`src/rtl/scd_pkg.sv`:
```
// Package for the sidechain ducking compressor: states, register indexes, constants, tables.
`default_nettype none
package scd_pkg;

	typedef enum logic [3:0] {
		ST_IDLE, ST_LOG, ST_DB, ST_TGT, ST_SMA, ST_SMB,
		ST_MK, ST_EXPQ, ST_EXPI, ST_SC1, ST_SC2, ST_DONE
	} state_t;

	localparam logic [2:0] CFG_THRESHOLD = 3'd0;
	localparam logic [2:0] CFG_INV_RATIO = 3'd1;
	localparam logic [2:0] CFG_ATTACK    = 3'd2;
	localparam logic [2:0] CFG_RELEASE   = 3'd3;
	localparam logic [2:0] CFG_MAKEUP    = 3'd4;
	localparam logic [2:0] CFG_STEREO    = 3'd5;

	localparam int MUL_W = 24;
	localparam logic [23:0] DB_PER_LOG2 = 24'd394566;
	localparam logic [23:0] LOG2_PER_DB = 24'd2786635;
	localparam logic [19:0] LOG2_FULL   = 20'd983040;
	localparam logic signed [16:0] LEVEL_FLOOR = 17'sd30720;

	typedef logic [64:0][17:0] rom_t;

	// log2(1+k/64) in Q16 by repeated squaring in Q30
	function automatic rom_t build_log2_rom();
		rom_t rom;
		logic [63:0] y;
		logic [17:0] res;
		rom = '0;
		for (int k = 0; k < 64; k++) begin
			y = 64'(64 + k) << 24;
			res = '0;
			for (int b = 15; b >= 0; b--) begin
				y = (y * y) >> 30;
				if (y >= (64'd1 << 31)) begin
					y = y >> 1;
					res[b] = 1'b1;
				end
			end
			rom[k] = res;
		end
		rom[64] = 18'd65536;
		return rom;
	endfunction

	function automatic logic [63:0] isqrt64(input logic [63:0] v_in);
		logic [63:0] v;
		logic [63:0] r;
		logic [63:0] b;
		v = v_in;
		r = '0;
		b = 64'd1 << 62;
		for (int i = 0; i < 32; i++)
			if (b > v) b = b >> 2;
		for (int i = 0; i < 32; i++) begin
			if (b != 0) begin
				if (v >= r + b) begin
					v = v - (r + b);
					r = (r >> 1) + b;
				end else begin
					r = r >> 1;
				end
				b = b >> 2;
			end
		end
		return r;
	endfunction

	// 2^(k/64) in Q16 from 2^(1/64) in Q30
	function automatic rom_t build_exp2_rom();
		rom_t rom;
		logic [63:0] q;
		logic [63:0] p;
		q = 64'd2 << 30;
		p = 64'd1 << 30;
		for (int i = 0; i < 6; i++) q = isqrt64(q << 30);
		for (int k = 0; k <= 64; k++) begin
			rom[k] = 18'((p + 64'd8192) >> 14);
			p = (p * q + (64'd1 << 29)) >> 30;
		end
		return rom;
	endfunction

endpackage
`default_nettype wire

```
`src/rtl/scd_mul.sv`:
```
// Shared multiplier with registered product.
`default_nettype none
module scd_mul
	import scd_pkg::*;
(
	input  wire logic                 clk,
	input  wire logic [MUL_W-1:0]     a,
	input  wire logic [MUL_W-1:0]     b,
	output logic      [2*MUL_W-1:0]   prod
);

	// register each product
	always_ff @(posedge clk) begin
		prod <= a * b;
	end

endmodule
`default_nettype wire

```
`src/rtl/sidechain_ducking_compressor.sv`:
```
// Top level of the sidechain ducking compressor.
//
// channel | direction | handshake             | payload
// in      | input     | in_valid / in_ready   | voice_sample, music_first, music_second,
//         |           |                       | second_present
// out     | output    | out_valid / out_ready | music_first_out, music_second_out,
//         |           |                       | reduction_out
// cfg     | input     | cfg_write             | cfg_index, cfg_data
//
// A new item is taken only after the previous one is through, and after any wait for
// out_ready on the result before it. Each item makes ten passes through the single
// shared 24x24 multiplier, one product per cycle, and then hands the beat to the
// output register.
// in_ready is high only while the sequencer is idle; a result is held in the
// output register until taken. Reset restores the registers and clears the
// smoothed reduction.
`default_nettype none
module sidechain_ducking_compressor
	import scd_pkg::*;
#(
	parameter int MAKEUP_MAX_DB = 12
) (
	input  wire logic               clk,
	input  wire logic               arst_n,
	input  wire logic               cfg_write,
	input  wire logic [2:0]         cfg_index,
	input  wire logic [16:0]        cfg_data,
	input  wire logic               in_valid,
	output logic                    in_ready,
	input  wire logic signed [15:0] voice_sample,
	input  wire logic signed [15:0] music_first,
	input  wire logic signed [15:0] music_second,
	input  wire logic               second_present,
	output logic                    out_valid,
	input  wire logic               out_ready,
	output logic signed [15:0]      music_first_out,
	output logic signed [15:0]      music_second_out,
	output logic [14:0]             reduction_out
);

	localparam rom_t LOG2_ROM = build_log2_rom();
	localparam rom_t EXP2_ROM = build_exp2_rom();
	localparam logic [MUL_W-1:0] MAKEUP_SCALE = MUL_W'(MAKEUP_MAX_DB * 256);

	state_t state_q, state_d;

	logic signed [15:0] thr_reg_q;
	logic [16:0] ir_reg_q, mf_reg_q;
	logic [15:0] att_q, rel_q;
	logic        stereo_q;

	logic signed [15:0] voice_q, mf1_q, mf2_q;
	logic        sec_q;
	logic [3:0]  e_q;
	logic [17:0] lk_q;
	logic        zero_q, ge_q, gneg_q;
	logic [14:0] target_q, smoothed_q;
	logic [15:0] alpha_q;
	logic [31:0] acc_q;
	logic [17:0] xj_q, m_q;
	logic [5:0]  ipo_q;
	logic [15:0] res1_q;
	logic [15:0] out1_q, out2_q;
	logic [14:0] red_out_q;
	logic        out_valid_q;

	logic [MUL_W-1:0]   mul_a, mul_b;
	logic [2*MUL_W-1:0] prod_q;

	scd_mul u_mul (.clk(clk), .a(mul_a), .b(mul_b), .prod(prod_q));

	// configuration registers
	always_ff @(posedge clk or negedge arst_n) begin
		if (!arst_n) begin
			thr_reg_q <= -16'sd5120;
			ir_reg_q  <= 17'd16384;
			att_q     <= 16'd64000;
			rel_q     <= 16'd65400;
			mf_reg_q  <= 17'd0;
			stereo_q  <= 1'b1;
		end else if (cfg_write) begin
			unique case (cfg_index)
				CFG_THRESHOLD: thr_reg_q <= cfg_data[15:0];
				CFG_INV_RATIO: ir_reg_q  <= cfg_data;
				CFG_ATTACK:    att_q     <= cfg_data[15:0];
				CFG_RELEASE:   rel_q     <= cfg_data[15:0];
				CFG_MAKEUP:    mf_reg_q  <= cfg_data;
				CFG_STEREO:    stereo_q  <= cfg_data[0];
				default: ;
			endcase
		end
	end

	// clamp registers at use
	logic signed [16:0] thr_c;
	logic [16:0] ir_c, mf_c, ir_inv;
	always_comb begin
		thr_c = 17'(thr_reg_q);
		if (thr_c > 17'sd0) thr_c = 17'sd0;
		if (thr_c < -LEVEL_FLOOR) thr_c = -LEVEL_FLOOR;
		ir_c = (ir_reg_q > 17'd65536) ? 17'd65536 : ir_reg_q;
		mf_c = (mf_reg_q > 17'd65536) ? 17'd65536 : mf_reg_q;
		ir_inv = 17'd65536 - ir_c;
	end

	// level detector front end: magnitude, exponent, table index
	logic [15:0] a_abs, norm;
	logic [3:0]  e_c;
	logic [5:0]  k_c;
	logic [8:0]  r_c;
	logic [17:0] l_lo, l_hi;
	always_comb begin
		a_abs = voice_q[15] ? 16'(-voice_q) : voice_q;
		e_c = '0;
		for (int i = 0; i < 16; i++)
			if (a_abs[i]) e_c = 4'(i);
		norm = a_abs << (4'd15 - e_c);
		k_c = norm[14:9];
		r_c = norm[8:0];
		l_lo = LOG2_ROM[7'(k_c)];
		l_hi = LOG2_ROM[7'(k_c) + 7'd1];
	end

	// datapath values taken from the product register
	logic [19:0] l2_c, d_c;
	logic [15:0] lvl_mag;
	logic signed [16:0] level_c, g_c;
	logic        ge_c;
	logic [14:0] diff_c, target_c, red_c;
	logic [15:0] alpha_c, g_abs;
	logic [32:0] sum_c;
	logic [13:0] makeup_c;
	logic [20:0] qm_c;
	logic [22:0] u_c;
	logic [5:0]  j_c;
	logic [9:0]  rr_c;
	logic [17:0] x_lo, x_hi, m_c;
	always_comb begin
		l2_c = (20'(e_q) << 16) + 20'(lk_q) + 20'(prod_q >> 9);
		d_c = LOG2_FULL - l2_c;
		lvl_mag = 16'((prod_q + 48'd8388608) >> 24);
		level_c = zero_q ? -LEVEL_FLOOR : -$signed(17'(lvl_mag));
		ge_c = level_c >= thr_c;
		diff_c = 15'(level_c - thr_c);
		target_c = ge_q ? 15'((prod_q + 48'd32768) >> 16) : 15'd0;
		alpha_c = (target_c > smoothed_q) ? att_q : rel_q;
		sum_c = 33'(acc_q) + 33'(prod_q[31:0]) + 33'd32768;
		red_c = 15'(sum_c >> 16);
		makeup_c = 14'((prod_q + 48'd32768) >> 16);
		g_c = $signed(17'(makeup_c)) - $signed(17'(smoothed_q));
		g_abs = g_c[16] ? 16'(-g_c) : 16'(g_c);
		qm_c = 21'((prod_q + 48'd32768) >> 16);
		u_c = gneg_q ? (23'd2097152 - 23'(qm_c)) : (23'd2097152 + 23'(qm_c));
		j_c = u_c[15:10];
		rr_c = u_c[9:0];
		x_lo = EXP2_ROM[7'(j_c)];
		x_hi = EXP2_ROM[7'(j_c) + 7'd1];
		m_c = xj_q + 18'(prod_q >> 10);
	end

	// truncate the scaled magnitude and saturate with the sample's sign
	function automatic logic [15:0] sat16(input logic [47:0] p, input logic [5:0] ipo,
		input logic neg);
		logic [47:0] y;
		y = p >> (6'd48 - ipo);
		if (neg) return (y > 48'd32768) ? 16'h8000 : 16'(-y);
		return (y > 48'd32767) ? 16'h7fff : y[15:0];
	endfunction

	logic [15:0] m1_abs, m2_abs;
	assign m1_abs = mf1_q[15] ? 16'(-mf1_q) : mf1_q;
	assign m2_abs = mf2_q[15] ? 16'(-mf2_q) : mf2_q;

	// sequencer: next state and multiplier operands
	always_comb begin
		state_d = state_q;
		mul_a = '0;
		mul_b = '0;
		unique case (state_q)
			ST_IDLE: if (in_valid) state_d = ST_LOG;
			ST_LOG: begin
				mul_a = MUL_W'(l_hi - l_lo);
				mul_b = MUL_W'(r_c);
				state_d = ST_DB;
			end
			ST_DB: begin
				mul_a = MUL_W'(d_c);
				mul_b = DB_PER_LOG2;
				state_d = ST_TGT;
			end
			ST_TGT: begin
				mul_a = MUL_W'(diff_c);
				mul_b = MUL_W'(ir_inv);
				state_d = ST_SMA;
			end
			ST_SMA: begin
				mul_a = MUL_W'(alpha_c);
				mul_b = MUL_W'(smoothed_q);
				state_d = ST_SMB;
			end
			ST_SMB: begin
				mul_a = MUL_W'(17'd65536 - 17'(alpha_q));
				mul_b = MUL_W'(target_q);
				state_d = ST_MK;
			end
			ST_MK: begin
				mul_a = MAKEUP_SCALE;
				mul_b = MUL_W'(mf_c);
				state_d = ST_EXPQ;
			end
			ST_EXPQ: begin
				mul_a = MUL_W'(g_abs);
				mul_b = LOG2_PER_DB;
				state_d = ST_EXPI;
			end
			ST_EXPI: begin
				mul_a = MUL_W'(x_hi - x_lo);
				mul_b = MUL_W'(rr_c);
				state_d = ST_SC1;
			end
			ST_SC1: begin
				mul_a = MUL_W'(m1_abs);
				mul_b = MUL_W'(m_c);
				state_d = ST_SC2;
			end
			ST_SC2: begin
				mul_a = MUL_W'(m2_abs);
				mul_b = MUL_W'(m_q);
				state_d = ST_DONE;
			end
			// hold the second product while the previous beat waits
			ST_DONE: begin
				mul_a = MUL_W'(m2_abs);
				mul_b = MUL_W'(m_q);
				if (!out_valid_q || out_ready) state_d = ST_IDLE;
			end
			default: state_d = ST_IDLE;
		endcase
	end

	assign in_ready = (state_q == ST_IDLE);

	// state register, smoothed reduction and output beat flag
	always_ff @(posedge clk or negedge arst_n) begin
		if (!arst_n) begin
			state_q     <= ST_IDLE;
			smoothed_q  <= '0;
			out_valid_q <= 1'b0;
		end else begin
			state_q <= state_d;
			if (state_q == ST_MK) smoothed_q <= red_c;
			if (state_q == ST_DONE && state_d == ST_IDLE) out_valid_q <= 1'b1;
			else if (out_ready) out_valid_q <= 1'b0;
		end
	end

	// working registers, loaded step by step
	always_ff @(posedge clk) begin
		unique case (state_q)
			ST_IDLE: if (in_valid) begin
				voice_q <= voice_sample;
				mf1_q   <= music_first;
				mf2_q   <= music_second;
				sec_q   <= second_present;
			end
			ST_LOG: begin
				e_q    <= e_c;
				lk_q   <= l_lo;
				zero_q <= (a_abs == 16'd0);
			end
			ST_DB: ;
			ST_TGT: ge_q <= ge_c;
			ST_SMA: begin
				target_q <= target_c;
				alpha_q  <= alpha_c;
			end
			ST_SMB: acc_q <= prod_q[31:0];
			ST_MK: ;
			ST_EXPQ: gneg_q <= g_c[16];
			ST_EXPI: begin
				xj_q  <= x_lo;
				ipo_q <= u_c[21:16];
			end
			ST_SC1: m_q <= m_c;
			ST_SC2: res1_q <= sat16(prod_q, ipo_q, mf1_q[15]);
			// load the output beat once the previous one is gone
			ST_DONE: if (state_d == ST_IDLE) begin
				out1_q    <= res1_q;
				red_out_q <= smoothed_q;
				out2_q    <= (stereo_q && sec_q) ? sat16(prod_q, ipo_q, mf2_q[15]) : mf2_q;
			end
			default: ;
		endcase
	end

	assign out_valid        = out_valid_q;
	assign music_first_out  = out1_q;
	assign music_second_out = out2_q;
	assign reduction_out    = red_out_q;

	// checks on the sequencer and datapath
	a_busy_after_accept: assert property (@(posedge clk) disable iff (!arst_n)
		(in_valid && in_ready) |=> !in_ready)
		else $error("accepted a beat while busy");
	a_red_range: assert property (@(posedge clk) disable iff (!arst_n)
		out_valid |-> (reduction_out <= 15'd30720))
		else $error("reduction out of range");
	a_state_stable: assert property (@(posedge clk) disable iff (!arst_n)
		(state_q != ST_MK) |=> $stable(smoothed_q))
		else $error("smoothed reduction changed outside its step");
	a_shift_range: assert property (@(posedge clk) disable iff (!arst_n)
		(state_q == ST_SC2) |-> (ipo_q <= 6'd48))
		else $error("exponent out of range");

endmodule
`default_nettype wire
```
`config.mk`:
```
export PLATFORM = sky130hd
export DESIGN_NAME = sidechain_ducking_compressor
export DESIGN_NICKNAME = d
export VERILOG_FILES = /design/src/rtl/scd_pkg.sv /design/src/rtl/scd_mul.sv /design/src/rtl/sidechain_ducking_compressor.sv
export SDC_FILE = /design/constraint.sdc
export NUM_CORES = 2
export LEC_CHECK = 0
export ABC_CLOCK_PERIOD_IN_PS = 24200
export BUFFER_PORTS_ARGS = -buffer_cell sky130_fd_sc_hd__clkbuf_2
export CAP_MARGIN = 10
export CORE_UTILIZATION = 53
export DETAILED_ROUTE_END_ITERATION = 8
export GPL_TIMING_DRIVEN = 0
export PLACE_DENSITY = 0.76
export SLEW_MARGIN = 15
export SYNTH_ARGS = -nofsm -noshare
export SYNTH_HDL_FRONTEND = slang
export SYNTH_SLANG_ARGS = --single-unit
```
`constraint.sdc`:
```
create_clock -name clk -period 24.2 [get_ports clk]
set_clock_uncertainty 0.2 [all_clocks]
set_input_delay 4.84 -clock clk [delete_from_list [all_inputs] [get_ports clk]]
set_output_delay 4.84 -clock clk [all_outputs]
set_load 0.005 [all_outputs]
```
## Yosys cells after proc, flatten, opt, wreduce, memory -nomap -nowiden

Memory sizes are Yosys's and may differ from the RTL's.
Cells that the tools add are included.
Widths: inputs -> output; s select.

- Add/sub/neg operators: 26
- Multiply operators: 1
- Magnitude comparators: 12
- Equal/unequal tests: 16
- Shift-type cells: 2
- Muxes and demuxes: 50
- Reductions and logical operators: 18

Operator list:

| cell | count |
|---|---|
| $pmux 24 s10 | 1 |
| $pmux 22 s10 | 1 |
| $mux 16 | 12 |
| $mux 17 | 5 |
| $neg 16->16 | 5 |
| $mux 18 | 4 |
| $mux 4 | 16 |
| $gt 48x15->1 const B | 1 |
| $gt 48x16->1 const B | 1 |
| $pmux 4 s12 | 1 |
| $shr 46x6->48 | 1 |
| $mul 24x22->46 | 1 |
| $add 40x24->40 const B | 1 |
| $sub 18x18->19 | 2 |
| $add 37x16->37 const B | 1 |
| $gt 17x17->1 const B | 2 |
| $add 31x16->31 const B | 1 |
| $add 31x31->31 | 1 |
| $add 22x21->22 const A | 1 |
| $mux 22 | 1 |
| $sub 22x21->22 const A | 1 |
| $add 20x18->20 | 1 |
| $add 20x20->20 | 1 |
| $sub 20x20->20 const A | 1 |
| other kinds (34) | 62 |

- Flip-flop bits (word level): 390
- ROM bits: 6912
- Input port bits: 74
- Output and inout bits: 49
- Logic and storage cells: 158
- Memories kept: 4

Memory list:

| memory | depth | bits a word | read ports | clocked after memory_dff | write ports | line | text |
|---|---|---|---|---|---|---|---|
| (no name shown) | 128 | 18 | 1 | 0 | 0 | sidechain_ducking_compressor.sv:157 | `x_hi = EXP2_ROM[7'(j_c) + 7'd1];` |
| (no name shown) | 128 | 18 | 1 | 0 | 0 | sidechain_ducking_compressor.sv:121 | `l_hi = LOG2_ROM[7'(k_c) + 7'd1];` |
| (no name shown) | 64 | 18 | 1 | 0 | 0 | sidechain_ducking_compressor.sv:156 | `x_lo = EXP2_ROM[7'(j_c)];` |
| (no name shown) | 64 | 18 | 1 | 0 | 0 | sidechain_ducking_compressor.sv:120 | `l_lo = LOG2_ROM[7'(k_c)];` |

## Depth between registers and ports, before layout

- Word-level depth: 25
- Gate-level depth with buffers: 72
- Mapped depth without buffers: 64

## Modules after synthesis

A second synthesis with hierarchy kept.

- Cell total of the unflattened synthesis: 6194
- Area, all modules: 54489.8 um2

Modules (own cells, without submodules):

| module | instances | cells an instance | area an instance (um2) | seq. area each (um2) |
|---|---|---|---|---|
| sidechain_ducking_compressor | 1 | 3956 | 34385.5 | 9725.6 |
| scd_mul | 1 | 2238 | 20104.3 | 960.9 |

## Worst setup path before layout

OpenSTA, ideal clock, no wires.

- Path kind: flip-flop to flip-flop
- Start point: register voice_q[0]
- End point: register u_mul.prod[41]
- Library setup time: 0.118 ns
- Arrival time: 15.416 ns
- Required time: 23.882 ns
- Setup slack: 8.466 ns
- Cell stages (with the launch flop): 67
- Path buffers: 8
- Period minus slack after synthesis: 15.734 ns
- Cells stage by stage: edfxtp_1 -> clkbuf_1 -> inv_1 -> ha_1 -> or3b_1 -> buf_2 -> or4_1 -> a211o_1 -> a32oi_2 -> nor3_4 -> nor2_4 -> mux2i_1 -> a21o_1 -> a2bb2oi_1 -> clkbuf_1 -> clkbuf_1 -> ha_1 -> inv_1 -> [... 31 more ...] -> fa_1 -> inv_1 -> fa_1 -> inv_1 -> ha_1 -> a2111oi_0 -> o21ai_0 -> a21oi_1 -> o211a_1 -> o21ai_0 -> a211o_1 -> a21oi_1 -> o31ai_1 -> a41oi_1 -> a21oi_1 -> o21a_1 -> nor2_1 -> xnor2_1

- Word-level cells in the longest chain between the ends: 25
- Elaborated cells between the ends (all ways): 28
- Those cells by class: 4 x add/sub; 1 x mul; 1 x shift; 20 x mux; 2 x memory

RTL lines:

| item | line | text |
|---|---|---|
| start: declaration | sidechain_ducking_compressor.sv:52 | `logic signed [15:0] voice_q, mf1_q, mf2_q;` |
| start signal: assignment | sidechain_ducking_compressor.sv:261 | `voice_q <= voice_sample;` |
| $neg 16->16 | sidechain_ducking_compressor.sv:113 | `a_abs = voice_q[15] ? 16'(-voice_q) : voice_q;` |
| $mux 16 * | sidechain_ducking_compressor.sv:113 |  |
| $mux 1 | sidechain_ducking_compressor.sv:116 | `if (a_abs[i]) e_c = 4'(i);` |
| $mux 4 (14 in series) | sidechain_ducking_compressor.sv:116 |  |
| $sub 4x4->4 | sidechain_ducking_compressor.sv:117 | `norm = a_abs << (4'd15 - e_c);` |
| $shl 16x4->15 * | sidechain_ducking_compressor.sv:117 |  |
| $add 6x1->7 | sidechain_ducking_compressor.sv:121 |  |
| $mem_v2 128x18 | n/a |  |
| $mux 18 (implied by the code) | sidechain_ducking_compressor.sv:121 |  |
| $sub 18x18->19 | sidechain_ducking_compressor.sv:182 | `mul_a = MUL_W'(l_hi - l_lo);` |
| $pmux 24 s10 | sidechain_ducking_compressor.sv:179 | `unique case (state_q)` |
| $mul 24x22->46 * | scd_mul.sv:14 | `prod <= a * b;` |
| end signal: assignment | scd_mul.sv:14 |  |
| end: declaration | scd_mul.sv:9 | `output logic [2*MUL_W-1:0] prod` |

Every way passes the cells marked *; elsewhere a longest branch is shown, timed or not. The select of a mux whose other input is x is not followed.
A chain may end at the register's enable or synchronous reset.

## Worst setup path in the final report

Ends and elaborated chain as after synthesis.

==> impl_results.rst <==
.. list-table::
   :header-rows: 1

   * - Metric
     - Value
   * - Finished Cell Area
     - 54400 um2
   * - Post-Syn Area
     - 50200 um2
   * - Final setup violating endpoints
     - 0
   * - Largest stage delay, worst path
     - 0.97 ns
   * - Cell type with the highest occurrence count on the critical path
     - sky130_fd_sc_hd__fa_1
   * - Number of synthesized flops with an enable pin
     - 237
   * - Effective utilization at floorplan
     - 53.6%
   * - Yosys warns
     - 0
   * - Detail-routed via count per cell
     - 6.39
   * - Vias in the first global route
     - 45287
   * - Min Hold Slack
     - 0.220 ns
   * - Io pins
     - 123
   * - Area of the core
     - 93600 um2
   * - Area after DPL
     - 52900 um2
   * - Commonest register cell after synthesis
     - sky130_fd_sc_hd__edfxtp_1
   * - Overall die height
     - 310 um
   * - Flip-flop and latch count after synthesis
     - 386
   * - Most area-hungry cell type in the Yosys netlist
     - sky130_fd_sc_hd__fa_1
   * - GRT Overall Usage
     - 40.2%
   * - Count of nets left with antenna violations after detail routing
     - 0
   * - Number of pins with negative max-slew slack in the final report
     - 0
   * - Worst skew pair latency
     - 0.64 ns
   * - Synthesized area per cell
     - 8.70 um2
   * - Total via count after detailed routing
     - 46723
   * - Pin count of the biggest net entering global routing
     - 89
   * - Critical-path top delay cell
     - sky130_fd_sc_hd__a2111oi_1
   * - Sequential fraction of the synthesis area
     - 21.2%
   * - Sequential cell area in the final layout
     - 10600 um2
   * - Number of detailed-route iterations in the first pass
     - 8
   * - Share of the synthesized area in the top cell type
     - 16.7%
   * - Port bufs
     - 120
   * - Placement Rows
     - 112
   * - Number of H-tree branching levels
     - 2
   * - Time the worst path needs with I/O delays and setup
     - 21.20 ns
   * - Highest achievable clock rate
     - 47.2 MHz
   * - Average wire length per cell after detail routing
     - 26.3 um
   * - Number of buffers created by CTS
     - 45
   * - Buffers inserted during post-CTS setup optimization
     - 0
   * - Number of hold violations in the final report
     - 0
   * - Number of max-capacitance violations reported
     - 0
   * - Wire length of the first global-routing pass
     - 287000 um
   * - Worst slew margin relative to its limit
     - 9.62%
   * - Async S/R FF share, synth
     - 26.7%
   * - TritonCTS clock tree
     - done
   * - Slew @ Worst Pin
     - 1.36 ns
   * - Resize count post-CTS
     - 0
   * - Total congestion overflow
     - 0
   * - Hold-fix buffer count after cts
     - 0
   * - Total detailed-routing wirelength
     - 193000 um
   * - WP data required
     - 24.50 ns
   * - Number of distinct library cell variants in the gate-level netlist after synthesis
     - 114
   * - Run status
     - complete, no violations
   * - Path category of the worst min-delay check
     - reg2reg
   * - Number of antenna violations at the first check in global routing
     - 10
   * - Area overhead of the layout relative to synthesis
     - 8.53%
   * - Top cells by area, synth
     - sky130_fd_sc_hd__fa_1 (17%), sky130_fd_sc_hd__edfxtp_1 (14%), sky130_fd_sc_hd__ha_1 (11%)
   * - Cell at the root of the clock tree
     - sky130_fd_sc_hd__clkbuf_16
   * - Post-synthesis cell count
     - 5764
   * - Final HPWL from detailed placement
     - 156000 um
   * - RD Place Congestion
     - 1.07
   * - Crit. End Element
     - flop
   * - Crit path arrival time
     - 21.50 ns
   * - Setup crit start kind
     - flop
   * - Longest Clk Path Bufs
     - 3
   * - Die ar.
     - 95900 um2
   * - Die W
     - 310 um
   * - Unrepaired setup endpoints after global routing
     - no
   * - Post-route DRC violation count
     - 0
   * - FILL cells
     - 8543
   * - Fraction of layout instances using a drive strength above 1
     - 8.30%
   * - Max FO, Critical Path
     - 15
   * - Setup tns final
     - 0 ns
   * - Sinks on the clock net
     - 386
   * - Clk slew on worst S/H paths
     - 0.06 ns
   * - Critical path type
     - reg2reg
   * - Number of DRC markers in iteration 0
     - 6353
   * - Count of nets after finishing
     - 6937
   * - Post-place setup slack
     - 3.42 ns
   * - Final clock period utilization by the worst path
     - 87.6%
   * - Setup WS post-layout
     - 3.00 ns
   * - Multi-input combinational cell area
     - 35800 um2
[layout by cell type, fill, tap and decap left out, types with 27 or more instances in the layout]
cell / n
sky130_fd_sc_hd__dfxtp_1: 46
sky130_fd_sc_hd__nor4_1: 32
sky130_fd_sc_hd__o21a_1: 28
sky130_fd_sc_hd__nand3_1: 98
sky130_fd_sc_hd__a22oi_1: 29
sky130_fd_sc_hd__o31ai_1: 34
sky130_fd_sc_hd__xor2_1: 104
sky130_fd_sc_hd__a221oi_1: 27
sky130_fd_sc_hd__fa_1: 419
sky130_fd_sc_hd__nor2_1: 354
sky130_fd_sc_hd__dfrtp_1: 78
sky130_fd_sc_hd__o21bai_1: 29
sky130_fd_sc_hd__a31oi_1: 38
sky130_fd_sc_hd__nor2b_1: 43
sky130_fd_sc_hd__a21oi_1: 327
sky130_fd_sc_hd__mux2_2: 111
sky130_fd_sc_hd__o22ai_1: 46
sky130_fd_sc_hd__and3_1: 35
sky130_fd_sc_hd__clkbuf_1: 248
sky130_fd_sc_hd__and2_1: 123
sky130_fd_sc_hd__o21ai_0: 301
sky130_fd_sc_hd__edfxtp_1: 237
sky130_fd_sc_hd__inv_1: 741
sky130_fd_sc_hd__nand4_1: 33
sky130_fd_sc_hd__nand2_1: 686
sky130_fd_sc_hd__clkbuf_2: 122
sky130_fd_sc_hd__mux2i_1: 94
sky130_fd_sc_hd__o211ai_1: 39
sky130_fd_sc_hd__ha_1: 430
sky130_fd_sc_hd__clkbuf_16: 45
sky130_fd_sc_hd__a21o_1: 64
sky130_fd_sc_hd__mux4_2: 44
sky130_fd_sc_hd__a211oi_1: 63
sky130_fd_sc_hd__nor3_1: 115
sky130_fd_sc_hd__or3_1: 27
sky130_fd_sc_hd__xnor2_1: 170
sky130_fd_sc_hd__nand2b_1: 33
sky130_fd_sc_hd__conb_1: 63
[per-layer routing]
layer	vias up	global-route usage [%]	wire [um]
met1	22657	51.7	72900
li1	20368	-	-
met5	-	0	40
met2	2992	62.1	84300
met4	6	23.0	13300
met3	700	9.35	22000
[critical path, delay by kind of cell, from the launching register on]
| kind | cells | cell delay [ns] |
|---|---|---|
| AND/OR/NAND/NOR | 8 | 1.93 |
| flip-flops | 1 | 0.35 |
| AO/OA/AOI/OAI | 28 | 7.90 |
| adder cells (fa/ha/maj) | 13 | 5.70 |
| buffers and inverters | 14 | 4.40 |
| multiplexers | 1 | 0.37 |
| XOR/XNOR | 2 | 0.22 |
[kinds of logic (layout without fill, tap and decap cells)]
kind of cell,Yosys count,in the layout,synth area share (%)
AND/OR/NAND/NOR,1675,1675,15.5
multiplexers,249,249,6.34
other,2,66,0.0150
buffers and inverters,1052,1277,8.05
adder cells (fa/ha/maj),849,849,27.4
XOR/XNOR,277,277,4.84
AO/OA/AOI/OAI,1274,1274,16.6
flip-flops,386,386,21.2
[worst paths after layout]
check,start,endpoint,slack (ns),depth (start not counted)
worst max-delay path,voice_q[0],u_mul.prod[41],3.00,66
worst min-delay path,res1_q[6],music_first_out[6],0.22,0
worst max register to register,voice_q[0],u_mul.prod[41],3.00,66
worst min register to register,res1_q[6],music_first_out[6],0.22,0
max in group asynchronous,arst_n,smoothed_q[12],19.23,2
min in group asynchronous,arst_n,att_q[0],3.88,1
[registers in the layout (all words and copies together) (netlist names), 17 cells and up]
register / count
u_mul.prod: 46
acc_q: 31
m_q: 18
ir_reg_q: 17
mf_reg_q: 17
[area by class of cell]
class                           instances  share of cell area, %
Sequential cell                       386                   19.6
Clock inverter                         33                  0.609
Inverter                              752                   5.20
Clock buffer                           50                   2.14
Buffer                                300                   2.23
Antenna cell                            3                 0.0138
Tap cell                             1254                   2.88
Timing Repair Buffer                  142                   1.57
Multi-Input combinational cell       4387                   65.8
[Yosys cell counts, drive strengths merged (38+ instances only)]
library cell	count
inv	746
nand2	687
ha	430
fa	419
nor2	356
a21oi	329
o21ai	311
clkbuf	248
edfxtp	237
xnor2	173
and2	127
nor3	120
mux2	111
xor2	104
nand3	98
mux2i	94
dfrtp	78
a211oi	64
a21o	64
buf	52
dfxtp	46
o22ai	46
mux4	44
nor2b	43
o211ai	40
a31oi	38
[metrics by stage]
step                instances  utilization [%]
floorplan                5825                -
global placement         7199             56.2
detailed placement       7218             56.5
CTS                      7301             58.1
global route             7304             58.2
finish                   7307             58.2
Power is not shown: default switching activity piles up to over one toggle a cycle in this logic, so the estimate is an artifact.
